==> src/rtl/sss_pkg.sv <==
// Shared types and constants for the separator stream splitter.
// Holds the input/result word structs, the config register codes and the step codes.
// No dependencies.
`timescale 1ns / 1ps

package sss_pkg;

  // Config port geometry
  localparam int CFG_IDX_W  = 1;
  localparam int CFG_DATA_W = 64;
  localparam int SEP_LEN_W  = 4;

  // Config register indexes
  localparam logic [CFG_IDX_W-1:0] CFG_SEP_WORD = 1'b0;
  localparam logic [CFG_IDX_W-1:0] CFG_SEP_LEN  = 1'b1;

  // Input word actions
  localparam logic ACT_BYTE = 1'b0;
  localparam logic ACT_END  = 1'b1;

  // Result word kinds
  localparam logic KIND_DATA = 1'b0;
  localparam logic KIND_MARK = 1'b1;

  typedef struct packed {
    logic       action;
    logic [7:0] data_byte;
  } in_word_t;

  typedef struct packed {
    logic       kind;
    logic [7:0] piece_byte;
    logic       run_last;
  } out_word_t;

  // One decision of the scan sequencer
  typedef enum logic [1:0] {
    STEP_STOP,
    STEP_BYTE,
    STEP_MARK
  } step_op_t;

  typedef struct packed {
    step_op_t op;
  } step_t;

endpackage

==> src/rtl/sss_step.sv <==
// Decision unit of the splitter: compares the window head with the separator prefix.
// Depends on sss_pkg (step_t, step codes).
`timescale 1ns / 1ps

module sss_step #(
  parameter int SEP_MAX = 8,
  parameter int CNT_W   = 4
) (
  input  logic [SEP_MAX-1:0][7:0]       win,
  input  logic [CNT_W-1:0]              cnt,
  input  logic [CNT_W-1:0]              len,
  input  logic                          flush,
  input  logic [sss_pkg::CFG_DATA_W-1:0] sep_word,
  output sss_pkg::step_t                step
);

  logic [SEP_MAX-1:0][7:0] sep_bytes;
  logic [SEP_MAX-1:0]      eq;
  logic [SEP_MAX-1:0]      in_range;
  logic [CNT_W-1:0]        mlen;
  logic                    match;
  logic                    full;

  // Compare length: whole separator if enough bytes are held, else what is held
  assign full = (cnt >= len);
  assign mlen = full ? len : cnt;

  // Per-byte compare; separator bytes past the config word read as zero
  for (genvar i = 0; i < SEP_MAX; i++) begin : g_cmp
    if (i < 8) begin : g_word
      assign sep_bytes[i] = sep_word[8*i +: 8];
    end else begin : g_zero
      assign sep_bytes[i] = 8'h00;
    end
    assign eq[i]       = (win[i] == sep_bytes[i]);
    assign in_range[i] = (CNT_W'(i) < mlen);
  end

  assign match = &(eq | ~in_range);

  // Pick the next action of the scan
  always_comb begin
    if (flush) begin
      step.op = (cnt != '0) ? sss_pkg::STEP_BYTE : sss_pkg::STEP_MARK;
    end else if (cnt == '0) begin
      step.op = sss_pkg::STEP_STOP;
    end else if (full && match) begin
      step.op = sss_pkg::STEP_MARK;
    end else if (!full && match) begin
      step.op = sss_pkg::STEP_STOP;
    end else begin
      step.op = sss_pkg::STEP_BYTE;
    end
  end

endmodule

==> src/rtl/split_stream_on_separator.sv <==
// Top level of the separator stream splitter: sequencer, window and output register.
// Depends on sss_pkg and sss_step.
`timescale 1ns / 1ps

// Usage:
//   in_*   : one word per source byte (action 0) or end of source (action 1).
//   out_*  : piece data bytes (kind 0) and piece-end markers (kind 1); run_last
//            flags the last word caused by one input word.
//   cfg_*  : index 0 writes the separator bytes (first byte in bits 7..0),
//            index 1 the separator length. Write only while in_ready is high
//            and no result is pending.
// Timing: an input word is taken in the idle state, then the shared compare unit
//   runs one decision per cycle while the output is not stalled, each producing at
//   most one result. A word that yields R results occupies the block for the accept,
//   R scan steps and a final step; in_ready is low meanwhile. Each result is held in
//   the pending register and moves to out_valid at the next step, the last at the final step.
// Reset: rst_n (synchronous) empties the window, drops any pending result,
//   and loads separator 0x00 with length 1.
// Stall: when out_ready is low and the output register holds a word, the scan
//   holds; the output register keeps its word until taken.
module split_stream_on_separator #(
  parameter int SEP_MAX = 8
) (
  input  logic                           clk,
  input  logic                           rst_n,
  input  logic                           in_valid,
  output logic                           in_ready,
  input  sss_pkg::in_word_t              in_data,
  output logic                           out_valid,
  input  logic                           out_ready,
  output sss_pkg::out_word_t             out_data,
  input  logic                           cfg_we,
  input  logic [sss_pkg::CFG_IDX_W-1:0]  cfg_index,
  input  logic [sss_pkg::CFG_DATA_W-1:0] cfg_wdata
);

  localparam int CNT_W = $clog2(SEP_MAX + 1);

  typedef enum logic {
    ST_IDLE,
    ST_RUN
  } state_t;

  state_t                            state_r, state_nxt;
  logic [SEP_MAX-1:0][7:0]           win_r, win_nxt;
  logic [CNT_W-1:0]                  cnt_r, cnt_nxt;
  logic                              flush_r, flush_nxt;
  logic                              pend_valid_r, pend_valid_nxt;
  logic                              pend_kind_r, pend_kind_nxt;
  logic [7:0]                        pend_byte_r, pend_byte_nxt;
  logic                              out_valid_r, out_valid_nxt;
  sss_pkg::out_word_t                out_data_r, out_data_nxt;
  logic [sss_pkg::CFG_DATA_W-1:0]    sep_word_r, sep_word_nxt;
  logic [sss_pkg::SEP_LEN_W-1:0]     sep_len_r, sep_len_nxt;

  logic [CNT_W-1:0]                  len;
  logic                              can_step;
  sss_pkg::step_t                    step;
  logic [SEP_MAX-1:0][7:0]           win_sh1;
  logic [SEP_MAX-1:0][7:0]           win_shl;

  // Clamp the configured length to 1..SEP_MAX
  always_comb begin
    if (sep_len_r == '0) begin
      len = CNT_W'(1);
    end else if (32'(sep_len_r) > SEP_MAX) begin
      len = CNT_W'(SEP_MAX);
    end else begin
      len = CNT_W'(sep_len_r);
    end
  end

  sss_step #(
    .SEP_MAX (SEP_MAX),
    .CNT_W   (CNT_W)
  ) u_step (
    .win      (win_r),
    .cnt      (cnt_r),
    .len      (len),
    .flush    (flush_r),
    .sep_word (sep_word_r),
    .step     (step)
  );

  // Window advanced by one byte and by a whole separator
  always_comb begin
    win_sh1 = win_r;
    win_shl = win_r;
    for (int i = 0; i < SEP_MAX - 1; i++) begin
      win_sh1[i] = win_r[i+1];
    end
    for (int i = 0; i < SEP_MAX; i++) begin
      for (int k = 1; k < SEP_MAX; k++) begin
        if ((len == CNT_W'(k)) && (i + k < SEP_MAX)) begin
          win_shl[i] = win_r[i+k];
        end
      end
    end
  end

  assign in_ready  = (state_r == ST_IDLE);
  assign out_valid = out_valid_r;
  assign out_data  = out_data_r;
  assign can_step  = (state_r == ST_RUN) && (!out_valid_r || out_ready);

  // Sequencer and config next-state logic
  always_comb begin
    state_nxt      = state_r;
    win_nxt        = win_r;
    cnt_nxt        = cnt_r;
    flush_nxt      = flush_r;
    pend_valid_nxt = pend_valid_r;
    pend_kind_nxt  = pend_kind_r;
    pend_byte_nxt  = pend_byte_r;
    out_valid_nxt  = out_valid_r;
    out_data_nxt   = out_data_r;
    sep_word_nxt   = sep_word_r;
    sep_len_nxt    = sep_len_r;

    // Drop the output word once taken
    if (out_valid_r && out_ready) begin
      out_valid_nxt = 1'b0;
    end

    // Config writes
    if (cfg_we) begin
      case (cfg_index)
        sss_pkg::CFG_SEP_WORD: sep_word_nxt = cfg_wdata;
        sss_pkg::CFG_SEP_LEN:  sep_len_nxt  = cfg_wdata[sss_pkg::SEP_LEN_W-1:0];
        default: ;
      endcase
    end

    case (state_r)
      ST_IDLE: begin
        // Take a word: append a byte or arm the end flush
        if (in_valid) begin
          state_nxt = ST_RUN;
          if (in_data.action == sss_pkg::ACT_END) begin
            flush_nxt = 1'b1;
          end else begin
            for (int i = 0; i < SEP_MAX; i++) begin
              if (CNT_W'(i) == cnt_r) begin
                win_nxt[i] = in_data.data_byte;
              end
            end
            cnt_nxt = CNT_W'(cnt_r + 1'b1);
          end
        end
      end
      ST_RUN: begin
        if (can_step) begin
          case (step.op)
            sss_pkg::STEP_STOP: begin
              // Release the held result as the last of this word
              if (pend_valid_r) begin
                out_valid_nxt           = 1'b1;
                out_data_nxt.kind       = pend_kind_r;
                out_data_nxt.piece_byte = pend_byte_r;
                out_data_nxt.run_last   = 1'b1;
              end
              pend_valid_nxt = 1'b0;
              state_nxt      = ST_IDLE;
            end
            sss_pkg::STEP_BYTE, sss_pkg::STEP_MARK: begin
              // Push the held result, hold the new one
              if (pend_valid_r) begin
                out_valid_nxt           = 1'b1;
                out_data_nxt.kind       = pend_kind_r;
                out_data_nxt.piece_byte = pend_byte_r;
                out_data_nxt.run_last   = 1'b0;
              end
              pend_valid_nxt = 1'b1;
              if (step.op == sss_pkg::STEP_BYTE) begin
                pend_kind_nxt = sss_pkg::KIND_DATA;
                pend_byte_nxt = win_r[0];
                win_nxt       = win_sh1;
                cnt_nxt       = CNT_W'(cnt_r - 1'b1);
              end else begin
                pend_kind_nxt = sss_pkg::KIND_MARK;
                pend_byte_nxt = 8'h00;
                if (flush_r) begin
                  flush_nxt = 1'b0;
                end else begin
                  win_nxt = win_shl;
                  cnt_nxt = cnt_r - len;
                end
              end
            end
            default: ;
          endcase
        end
      end
      default: state_nxt = ST_IDLE;
    endcase
  end

  // State and registered outputs
  always_ff @(posedge clk) begin
    win_r       <= win_nxt;
    pend_kind_r <= pend_kind_nxt;
    pend_byte_r <= pend_byte_nxt;
    out_data_r  <= out_data_nxt;
    if (!rst_n) begin
      state_r      <= ST_IDLE;
      cnt_r        <= '0;
      flush_r      <= 1'b0;
      pend_valid_r <= 1'b0;
      out_valid_r  <= 1'b0;
      sep_word_r   <= '0;
      sep_len_r    <= sss_pkg::SEP_LEN_W'(1);
    end else begin
      state_r      <= state_nxt;
      cnt_r        <= cnt_nxt;
      flush_r      <= flush_nxt;
      pend_valid_r <= pend_valid_nxt;
      out_valid_r  <= out_valid_nxt;
      sep_word_r   <= sep_word_nxt;
      sep_len_r    <= sep_len_nxt;
    end
  end

`ifndef SYNTHESIS
  // Idle means nothing held back and the window short of a full scan buffer
  a_idle_clean: assert property (@(posedge clk) disable iff (!rst_n)
    (state_r == ST_IDLE) |-> (!pend_valid_r && !flush_r && (cnt_r < CNT_W'(SEP_MAX))))
    else $error("idle with pending result, flush or overfull window");

  // Window never exceeds the scan buffer
  a_cnt_range: assert property (@(posedge clk) disable iff (!rst_n)
    cnt_r <= CNT_W'(SEP_MAX))
    else $error("window count out of range");

  // Finishing a word with a held result sends it flagged as last
  a_last_on_finish: assert property (@(posedge clk) disable iff (!rst_n)
    (state_r == ST_RUN && can_step && step.op == sss_pkg::STEP_STOP && pend_valid_r)
    |=> (out_valid_r && out_data_r.run_last))
    else $error("final result not flagged as last");

  // A flush step that finds the window empty closes the piece
  a_flush_mark: assert property (@(posedge clk) disable iff (!rst_n)
    (state_r == ST_RUN && can_step && flush_r && cnt_r == '0)
    |=> (pend_valid_r && pend_kind_r == sss_pkg::KIND_MARK && !flush_r))
    else $error("end flush did not close the piece");
`endif

endmodule

==> config.mk <==
export PLATFORM = sky130hd
export DESIGN_NAME = split_stream_on_separator
export DESIGN_NICKNAME = d
export VERILOG_FILES = /design/src/rtl/sss_pkg.sv /design/src/rtl/sss_step.sv /design/src/rtl/split_stream_on_separator.sv
export SDC_FILE = /design/constraint.sdc
export NUM_CORES = 1
export LEC_CHECK = 0
export BUFFER_PORTS_ARGS = -buffer_cell sky130_fd_sc_hd__buf_2
export CORE_MARGIN = 3
export CORE_UTILIZATION = 35
export CTS_BUF_LIST = sky130_fd_sc_hd__clkbuf_16
export CTS_CLUSTER_SIZE = 12
export DETAILED_ROUTE_END_ITERATION = 6
export PLACE_DENSITY_LB_ADDON = 0.05
export SLEW_MARGIN = 20
export SYNTH_ARGS = -nofsm -noshare
export SYNTH_HDL_FRONTEND = slang
export SYNTH_HIERARCHICAL = 1
export SYNTH_SLANG_ARGS = --single-unit
==> constraint.sdc <==
create_clock -name clk -period 14.6 [get_ports clk]
set_clock_uncertainty 0.2 [all_clocks]
set_input_delay 1.46 -clock clk [delete_from_list [all_inputs] [get_ports clk]]
set_output_delay 1.46 -clock clk [all_outputs]
set_load 0.01 [all_outputs]
# Word level (Yosys, flattened, before mapping)
# Cells that the tools add are included.
[totals]
reg_bits = 159
latchBits = 0
ram_bits = 0
mem_bits_ro = 0
in_bits = 79
output_inout_bits = 12
word_cells = 193
memories = 0
[op_classes]
n_addsub = 3
multipliers = 0
n_div = 0
order_cmp = 10
eq_ne = 48
shifts = 0
n_mux = 78
bitwise = 4
reduce_logical = 30
[op_table]
columns = ["cell", "n"]
rows = [
  ["8-bit two-way mux", 36],
  ["56-bit two-way mux", 4],
  ["64-bit two-way mux", 2],
  ["64-bit one-hot mux with 2 select lines", 1],
  ["8-bit equality test", 8],
  ["7-bit AND reduction", 7],
  ["4-bit two-way mux", 9],
  ["2-bit by 1-bit != test with 1-bit output (second input constant)", 11],
  ["10-bit two-way mux", 2],
  ["10-bit one-hot mux with 2 select lines", 1],
  ["3-bit by 4-bit equality test with 1-bit output (first input constant)", 4],
  ["4-bit by 3-bit equality test with 1-bit output (second input constant)", 4],
  ["3-bit by 4-bit less-than comparator with 1-bit output (first input constant)", 4],
  ["1-bit two-way mux", 15],
  ["5-bit AND reduction", 3],
  ["2-bit != test (second input constant)", 5],
  ["9-bit by 1-bit != test with 1-bit output (second input constant)", 1],
  ["2-bit by 4-bit equality test with 1-bit output (first input constant)", 2],
  ["4-bit by 2-bit equality test with 1-bit output (second input constant)", 2],
  ["4-bit logical NOT", 2],
  ["1-bit by 4-bit less-than comparator with 1-bit output (first input constant)", 2],
  ["2-bit by 4-bit less-than comparator with 1-bit output (first input constant)", 2],
  ["2-bit two-way mux", 4],
  ["8-bit by 1-bit != test with 1-bit output (second input constant)", 1],
  ["other kinds (32)", 41],
]

# Longest topological paths before layout
# Gate-level depths: netlist of the first run.
[logic_depth]
word_depth = 19
depth_mapped = 22
mapped_depth_nobuf = 18

# Modules after synthesis
# The synthesis of the first run kept the hierarchy.
[by_module_without_submodules]
columns = ["module", "instances", "cells_each", "area_each_um2", "seq_area_each_um2"]
rows = [
  ["split_stream_on_separator", 1, 970, 8455.6, 4013.8],
  ["sss_step", 1, 139, 1073.5, 0.0],
]

# Worst setup path before layout of the first run
# OpenSTA, ideal clock, no wires.
[synth_timing]
kind = "register to register"
startpoint = "register sep_len_r[3] (netlist name)"
endpoint = "register win_r[10] (netlist name), enable pin"
setup_time_ns = 0.386
arrival_ns = 4.258
t_required_ns = 14.014
slack_ns = 9.756
path_stages_with_launch = 21
path_buffers = 4
synth_period_minus_slack_ns = 4.844
path_cell_list = "dfxtp_1 -> buf_2 -> clkbuf_1 -> buf_1 -> nand2b_1 -> inv_1 -> inv_1 -> ha_1 -> inv_1 -> o21ai_2 -> nand2_8 -> a221o_2 -> a21oi_2 -> a2111oi_2 -> a31o_1 -> inv_1 -> ha_1 -> nand2b_1 -> a41oi_1 -> buf_2 -> a211oi_1"
[synth_rtl]
columns = ["element", "line", "source"]
rows = [
  ["start, declared", "split_stream_on_separator.sv:54", "logic [sss_pkg::SEP_LEN_W-1:0] sep_len_r, sep_len_nxt;"],
  ["start signal, assigned", "split_stream_on_separator.sv:211", "sep_len_r <= sss_pkg::SEP_LEN_W'(1);"],
  ["start signal, assigned", "split_stream_on_separator.sv:219", "sep_len_r <= sep_len_nxt;"],
  ["end signal, assigned", "split_stream_on_separator.sv:200", "win_r <= win_nxt;"],
  ["end, declared", "split_stream_on_separator.sv:45", "logic [SEP_MAX-1:0][7:0] win_r, win_nxt;"],
]

==> results.txt, run 1 <==
----------------------------------------------------
[Setup path]
  Startpoint class of the critical path ... flip-flop
  Worst setup path start ... sep_len_r[3]$_SDFFE_PN0P_
  Worst reg-to-reg path cell count ... 19
  Worst R2R End ... win_r[36]$_DFFE_PP_
  Required arrival time at the worst endpoint ... 14.66 ns
  Category of the most critical setup path ... flip-flop to flip-flop
  Sort of element at the end of the critical path ... flip-flop
  Reg-to-reg setup timing slack ... 8.07 ns
  Worst reg2reg startpoint ... sep_len_r[3]$_SDFFE_PN0P_
  Critical path fanouts, max ... 45
  Signal arrival time at the worst endpoint ... 6.59 ns

[Synthesis]
  Synthesized area ... 9529 sq um
  Number of register bits inferred by synthesis ... 159
  Async S/R FF share, synth ... 0%
  Number of synthesis warnings ... 6
  Top flip-flop cell by instance count after synthesis ... sky130_fd_sc_hd__edfxtp_1
  Distinct cells, synth ... 76
  Main area contributors after synthesis ... sky130_fd_sc_hd__edfxtp_1 26%, sky130_fd_sc_hd__dfxtp_1 16%, sky130_fd_sc_hd__nand2_1 8.2%
  Post-Synthesis Net Count ... 1203
  Number of enable-type register cells in the synthesized netlist ... 83
  Leading area contributor after synthesis ... sky130_fd_sc_hd__edfxtp_1
  Sequential element share of the synthesized area ... 42.12%
  Mapped Avg Cell Area ... 8.593 sq um
  Share of the synthesized area in the top cell type ... 26.16%
  Post-synthesis instance total ... 1109

[Timing]
  Number of hold-slack violations in the final timing report ... 0
  Worst slew margin relative to its limit ... 25.97%
  Fraction of the cycle the final worst path needs ... 44.70%
  Final critical-path required period ... 6.526 ns
  Setup repair after global routing missed its margin ... false
  Fmax ... 153.2 MHz
  Max-slew violation total from the final report ... 0
  TNS Setup ... 0 ns
  Total setup violations reported at the end of the flow ... 0
  Measured slew at the worst slew-check pin ... 1.102 ns

[CTS]
  CTS tree ... done
  Buffers from clock root to sink, at most ... 2
  Hold-fix buffers, CTS ... 0
  H-Tree Depth ... 4
  Resized Gates After CTS ... 0
  Cts bufs inserted ... 17
  Buffer cell driving the clock tree root ... sky130_fd_sc_hd__clkbuf_16
  Register clock-pin slew on the reported worst setup and hold paths ... 0.07 ns
  Clk_lat worst skew ... 0.43 ns
  Setup bufs post-CTS ... 0
  Number of clock sinks ... 159

[GRT]
  Pin count of the biggest net entering global routing ... 77
  Number of antenna violations at the first check in global routing ... 1
  Number of global-route vias before repair ... 8296
  Overall global routing resource usage ... 24.44%
  Remaining Overflow, GRT ... 0
  Global-route wire length before repair ... 53.28 mm

[Drt]
  Drt wl/cell ... 23.97 um
  Via density per instance ... 5.884
  Pre-Repair DR Iteration Count ... 5
  Total via count in the routed design ... 8850
  Number of nets with antenna violations after detailed routing ... 0
  Wire length after detailed routing ... 36.05 mm
  DRC violations left ... 0
  Starting DRT DRC Count ... 951

[Worst hold path]
  Class of the tightest hold or removal check ... flip-flop to flip-flop
  Hold-critical path endpoint ... out_data[7]$_DFFE_PP_
  Hold Path Stages ... 0
  Hold wc startpoint ... pend_byte_r[6]$_SDFFCE_PN0P_

[Outcome]
  Outcome ... complete, no violations

[Cells and area]
  Most used cells in the layout excluding fill and tap cells ... 207 x sky130_fd_sc_hd__nand2_1, 90 x sky130_fd_sc_hd__buf_2, 83 x sky130_fd_sc_hd__edfxtp_1, 75 x sky130_fd_sc_hd__nor2_1, 75 x sky130_fd_sc_hd__dfxtp_1
  Post-layout instance area ... 10790 sq um
  Layout area overhead ... 13.27%
  Fill cells ... 2760
  Proportion of layout cells with a drive suffix above 1 ... 14.13%
  Total number of nets in the final design ... 1249
  Most common cell after layout, fill and taps aside ... sky130_fd_sc_hd__nand2_1

[Place]
  Number of port buffers ... 90
  Placed cell area ... 10190 sq um
  HPWL reported at the end of detailed placement ... 24.84 mm
  Placer Congestion ... 0.9515

[Floorplanning]
  Floorplan Core Area ... 26430 sq um
  Vertical extent of the die ... 171.0 um
  Placement Rows ... 59
  Number of ports placed on the die boundary ... 91
  Initial core utilization ... 36.06%
  Die Width ... 171.0 um
  Die Outline Area ... 29240 sq um

[Power]
  Maximum vdd ir drop ... 86.13 uV
  Leak ... 3.926 nW
  Power density over the cells ... 162.0 nW/um^2

[Run]
  Reported max-cap violation count ... 0

----------------------------------------------------
[per-stage QoR]
stage | hold slack, ns | std cells | power, W | util (%) | setup WS, ns
after global placement | 0.2018 | 1471 | 0.001291 | 38.52 | 8.293
after floorplan | 0.2003 | 1109 | 0.001079 | - | 9.756
final | 0.2188 | 1504 | 0.001749 | 40.84 | 8.074
after global routing | 0.2269 | 1503 | 0.001846 | 40.83 | 7.657
after detailed placement | 0.2045 | 1471 | 0.001295 | 38.54 | 8.181
after CTS | 0.2204 | 1503 | 0.001751 | 40.76 | 8.124
[Yosys cell counts (5+ instances only)]
cell type and n:
sky130_fd_sc_hd__buf_1 6, sky130_fd_sc_hd__xor2_1 41, sky130_fd_sc_hd__dfxtp_1 76, sky130_fd_sc_hd__o221ai_1 10, sky130_fd_sc_hd__nor4_1 14, sky130_fd_sc_hd__a21boi_0 68
sky130_fd_sc_hd__and2_1 11, sky130_fd_sc_hd__nor2b_1 13, sky130_fd_sc_hd__a22oi_1 13, sky130_fd_sc_hd__nand2b_1 11, sky130_fd_sc_hd__mux2i_1 12, sky130_fd_sc_hd__nand4_1 8
sky130_fd_sc_hd__nor3_1 14, sky130_fd_sc_hd__nand3_1 19, sky130_fd_sc_hd__clkbuf_1 42, sky130_fd_sc_hd__o311ai_0 5, sky130_fd_sc_hd__o41ai_1 7, sky130_fd_sc_hd__nand2_1 207
sky130_fd_sc_hd__a221oi_1 18, sky130_fd_sc_hd__nor2_1 75, sky130_fd_sc_hd__inv_1 32, sky130_fd_sc_hd__o21ai_0 63, sky130_fd_sc_hd__ha_1 14, sky130_fd_sc_hd__xnor2_1 25
sky130_fd_sc_hd__a31oi_1 14, sky130_fd_sc_hd__o21a_1 5, sky130_fd_sc_hd__a21oi_1 72, sky130_fd_sc_hd__a211oi_1 12, sky130_fd_sc_hd__edfxtp_1 83, sky130_fd_sc_hd__o22ai_1 25
sky130_fd_sc_hd__buf_2 22, sky130_fd_sc_hd__a21o_1 5
[worst max-delay path: stages, from the launching register on]
cell and delay [ns]:
sky130_fd_sc_hd__dfxtp_1 0.31, sky130_fd_sc_hd__buf_4 0.45, sky130_fd_sc_hd__nand2b_1 0.45, sky130_fd_sc_hd__clkinv_1 0.59, sky130_fd_sc_hd__inv_1 0.29, sky130_fd_sc_hd__ha_1 0.26
sky130_fd_sc_hd__or2_4 0.26, sky130_fd_sc_hd__a21oi_2 0.28, sky130_fd_sc_hd__nor4_1 0.09, sky130_fd_sc_hd__a221o_2 0.34, sky130_fd_sc_hd__a21oi_2 0.16, sky130_fd_sc_hd__a2111oi_2 0.07
sky130_fd_sc_hd__a31o_1 0.25, sky130_fd_sc_hd__inv_1 0.08, sky130_fd_sc_hd__ha_1 0.14, sky130_fd_sc_hd__buf_4 0.42, sky130_fd_sc_hd__clkinv_1 0.64, sky130_fd_sc_hd__nand2_1 0.71
sky130_fd_sc_hd__o22ai_1 0.14, sky130_fd_sc_hd__o21ai_0 0.20
[how the worst max path moves through the flow]
stage	to	slack, ns	depth (start not counted)
floorplan	win_r[10]$_DFFE_PP_	9.76	20
CTS	win_r[38]$_DFFE_PP_	8.12	19
global route	win_r[34]$_DFFE_PP_	7.66	19
finish	win_r[36]$_DFFE_PP_	8.07	19
global placement	win_r[47]$_DFFE_PP_	8.29	19
detailed placement	win_r[32]$_DFFE_PP_	8.18	19
[sequential cells by signal, indices dropped and copies added (netlist names)]
signal and flops:
sep_word_r 64, win_r 64, out_data 10, pend_byte_r 8, cnt_r 4, sep_len_r 4, flush_r 1, out_valid 1
pend_kind_r 1, pend_valid_r 1, state_r 1
[kinds of logic (layout without fill, tap and decap cells)]
kind of cell             after synthesis  after routing  synth area share, %
multiplexers                          12             12                1.261
XOR/XNOR                              66             66                6.066
buffers and inverters                111            170                4.990
other                                  0              1                    0
AND/OR/NAND/NOR                      395            395                18.89
flip-flops                           159            159                42.12
AO/OA/AOI/OAI                        351            351                24.62
adder cells (fa/ha/maj)               15             15                2.048
[layout make-up]
cell class | instances | area [sq um] | area share, %
antenna | 1 | 2.502 | 0.02318
clock buffer | 19 | 475.5 | 4.405
clock inverter | 13 | 110.1 | 1.020
inverter | 34 | 127.6 | 1.182
multi-input combinational | 839 | 5089 | 47.14
sequential | 159 | 4015 | 37.20
tap | 335 | 419.2 | 3.883
timing repair buffer | 104 | 555.5 | 5.147
[layer usage]
layer | track usage, % | vias to the layer above | routed length (um)
met2 | 37.26 | 424 | 15910
met3 | 5.176 | 83 | 2810
li1 | - | 4086 | -
met1 | 33.47 | 4257 | 15790
met5 | 0 | - | 0
met4 | 10.85 | 0 | 1537
[where the power goes]
group | leakage (nW) | internal (W) | switching, W | total (W)
registers | 1.38 | 0.000575 | 0.0000922 | 0.000668
clock network | 0.296 | 0.000245 | 0.000206 | 0.000451
logic | 2.25 | 0.000225 | 0.000405 | 0.000630
total | 3.93 | 0.00105 | 0.000703 | 0.00175
(Power assumes the default switching activity.)
==> inputs of run 2 (changes only) <==
- clock period: 14.6 -> 5.61 ns (I/O delays scaled with it)
==> results.txt, run 2 (synthesis results as in run 1) <==
----------------------------------------------------
[Timing]
  Fmax ... 200.2 MHz (+31%)
  Final critical-path required period ... 4.995 ns (-1.531 ns)
  TNS Setup ... 0 ns (unchanged)
  Worst hold margin ... 0.1731 ns (-0.04574 ns)
  Fraction of the cycle the final worst path needs ... 89.03% (+44 points)
  Max-slew violation total from the final report ... 0 (unchanged)
  Measured slew at the worst slew-check pin ... 1.137 ns (+0.03476 ns)
  Total setup violations reported at the end of the flow ... 0 (unchanged)
  Setup repair after global routing missed its margin ... false
  Worst slew margin relative to its limit ... 23.52% (-2.5 points)
  Number of hold-slack violations in the final timing report ... 0 (unchanged)

[Floorplanning]
  Initial core utilization ... 36.06% (unchanged)
  Vertical extent of the die ... 171.0 um (unchanged)
  Number of ports placed on the die boundary ... 91 (unchanged)
  Die Outline Area ... 29240 sq um (unchanged)
  Placement Rows ... 59 (unchanged)
  Die Width ... 171.0 um (unchanged)
  Floorplan Core Area ... 26430 sq um (unchanged)

[Place]
  Placer Congestion ... 0.9333 (-1.9%)
  HPWL reported at the end of detailed placement ... 24.36 mm (-1.9%)
  Number of port buffers ... 90 (unchanged)
  Placed cell area ... 10320 sq um (+1.3%)

[Power]
  Power density over the cells ... 415.9 nW/um^2 (+160%)
  Leak ... 3.997 nW (+1.8%)
  Net switching share of the total power ... 39.47% (-0.73 points)
  Maximum vdd ir drop ... 176.4 uV (+100%)
  Flop pwr share ... 37.8% (-0.4 points)
  Internal cell power ... 0.002738 W (+160%)
  Net switching power ... 0.001786 W (+150%)
  Combinational group share of total power ... 37.5% (+1.5 points)
  Clock group share of total power ... 24.7% (-1.1 points)

[GRT]
  Global-route wire length before repair ... 52.45 mm (-1.6%)
  Overall global routing resource usage ... 23.70% (-0.74 points)
  Number of antenna violations at the first check in global routing ... 0 (-1)
  Pin count of the biggest net entering global routing ... 77 (unchanged)
  Number of global-route vias before repair ... 8409 (+1.4%)
  Remaining Overflow, GRT ... 0 (unchanged)

[Cells and area]
  Total number of nets in the final design ... 1268 (+1.5%)
  Proportion of layout cells with a drive suffix above 1 ... 14.83% (+0.70 points)
  Layout area overhead ... 14.15%
  Post-layout instance area ... 10880 sq um (+0.78%)
  Most common cell after layout, fill and taps aside ... sky130_fd_sc_hd__nand2_1
  Most used cells in the layout excluding fill and tap cells ... 207 x sky130_fd_sc_hd__nand2_1, 90 x sky130_fd_sc_hd__buf_2, 83 x sky130_fd_sc_hd__edfxtp_1, 75 x sky130_fd_sc_hd__nor2_1, 75 x sky130_fd_sc_hd__dfxtp_1
  Finished Core Util ... 41.16% (+0.32 points)
  Antenna cell count ... 0 (-1)

[Worst hold path]
  Hold Path Stages ... 3 (+3)
  Class of the tightest hold or removal check ... primary input to flip-flop
  Hold wc startpoint ... cfg_wdata[55]
  Hold-critical path endpoint ... sep_word_r[55]$_SDFFE_PN0P_

[CTS]
  Setup bufs post-CTS ... 0 (unchanged)
  Buffers from clock root to sink, at most ... 2 (unchanged)
  Buffer cell driving the clock tree root ... sky130_fd_sc_hd__clkbuf_16
  H-Tree Depth ... 4 (unchanged)
  Cts bufs inserted ... 17 (unchanged)
  Resized Gates After CTS ... 0 (unchanged)
  Hold-fix buffers, CTS ... 0 (unchanged)
  CTS tree ... done
  Register clock-pin slew on the reported worst setup and hold paths ... 0.07 ns (about the same)
  Clk_lat worst skew ... 0.43 ns (about the same)
  Number of clock sinks ... 159 (unchanged)

[Drt]
  Via density per instance ... 5.767 (-2.0%)
  DRC violations left ... 0 (unchanged)
  Starting DRT DRC Count ... 902 (-5.2%)
  Total via count in the routed design ... 8778 (-0.81%)
  Number of nets with antenna violations after detailed routing ... 0 (unchanged)
  Drt wl/cell ... 22.73 um (-5.1%)
  Pre-Repair DR Iteration Count ... 6 (+1)
  Wire length after detailed routing ... 34.60 mm (-4.0%)

[Run]
  Reported max-cap violation count ... 0 (unchanged)

[Setup path]
  Signal arrival time at the worst endpoint ... 5.12 ns (-1.47 ns)
  Reg-to-reg setup timing slack ... 0.62 ns (-7.46 ns)
  Worst reg-to-reg path cell count ... 19 (unchanged)
  Sort of element at the end of the critical path ... flip-flop
  Required arrival time at the worst endpoint ... 5.74 ns (-8.92 ns)
  Category of the most critical setup path ... flip-flop to flip-flop
  Critical path fanouts, max ... 17 (-62%)
  Worst reg2reg startpoint ... sep_len_r[3]$_SDFFE_PN0P_
  Startpoint class of the critical path ... flip-flop
  Worst R2R End ... cnt_r[3]$_SDFFE_PN0P_

[Outcome]
  Outcome ... complete, no violations

----------------------------------------------------
## run 2: cell types whose count changed in the layout (fill, tap and decap cells not counted), sizes merged
cell / change
buf: +19
clkinv: +6
inv: -6
clkbuf: -1
clkinvlp: +1
diode: -1
## run 2: final cells by class
class,instances,area (sq um)
fillers,2709,15550
multi-input cells,839,5061
flip-flops and latches,159,4015
repair buffers,123,698.2
clock buffers,18,450.4
well taps,335,419.2
inverters,34,127.6
clock inverters,14,106.4
## run 2: layer usage
layer,global-route usage (%),vias to the layer above,share of wire (%)
li1,-,4126,-
met1,31.90,4178,43
met2,37.94,397,46
met3,4.182,77,7.5
met4,9.447,0,3.9
met5,0,-,0
## run 2: worst max path at each step
stage / start / cells past startpoint / to
after floorplan: sep_len_r[3]$_SDFFE_PN0P_ / 20 / win_r[10]$_DFFE_PP_
after global placement: sep_len_r[3]$_SDFFE_PN0P_ / 19 / cnt_r[3]$_SDFFE_PN0P_
after detailed placement: sep_len_r[3]$_SDFFE_PN0P_ / 19 / cnt_r[3]$_SDFFE_PN0P_
after CTS: sep_len_r[3]$_SDFFE_PN0P_ / 19 / cnt_r[3]$_SDFFE_PN0P_
after global routing: sep_len_r[3]$_SDFFE_PN0P_ / 17 / win_r[39]$_DFFE_PP_
final: sep_len_r[3]$_SDFFE_PN0P_ / 19 / cnt_r[3]$_SDFFE_PN0P_
## run 2: power groups by stage
| stage | clock network, W | logic, W | registers (W) |
|---|---|---|---|
| 2_1_floorplan | 0 | 0.00116 | 0.00165 |
| 3_3_place_gp | 0 | 0.00168 | 0.00174 |
| 3_5_place_dp | 0 | 0.00168 | 0.00173 |
| 4_1_cts | 0.00115 | 0.00169 | 0.00171 |
| 5_1_grt | 0.00119 | 0.00186 | 0.00173 |
| 6_report | 0.00112 | 0.00170 | 0.00171 |
## run 2: worst max-delay path: stages, from the launching register on
cell	delay, ns
sky130_fd_sc_hd__dfxtp_1	0.60
sky130_fd_sc_hd__nand2b_1	0.19
sky130_fd_sc_hd__clkinv_1	0.07
sky130_fd_sc_hd__inv_1	0.09
sky130_fd_sc_hd__ha_1	0.24
sky130_fd_sc_hd__or2_4	0.26
sky130_fd_sc_hd__a21oi_2	0.28
sky130_fd_sc_hd__nor4_1	0.11
sky130_fd_sc_hd__a221o_2	0.33
sky130_fd_sc_hd__a21oi_2	0.15
sky130_fd_sc_hd__a2111oi_2	0.07
sky130_fd_sc_hd__a31o_1	0.24
sky130_fd_sc_hd__inv_1	0.07
sky130_fd_sc_hd__ha_1	0.49
sky130_fd_sc_hd__buf_4	0.26
sky130_fd_sc_hd__and2_1	0.65
sky130_fd_sc_hd__a21oi_1	0.14
sky130_fd_sc_hd__a31oi_1	0.19
sky130_fd_sc_hd__xor2_1	0.08
sky130_fd_sc_hd__and2_1	0.16
## run 2: stage by stage
stage               setup slack (ns)  cells  total power [W]
detailed placement            0.6266   1490         0.003411
global route                  0.2528   1522         0.004781
floorplan                     0.7661   1109         0.002808
global placement              0.7588   1490         0.003412
CTS                           0.5971   1522         0.004539
finish                        0.6153   1522         0.004524
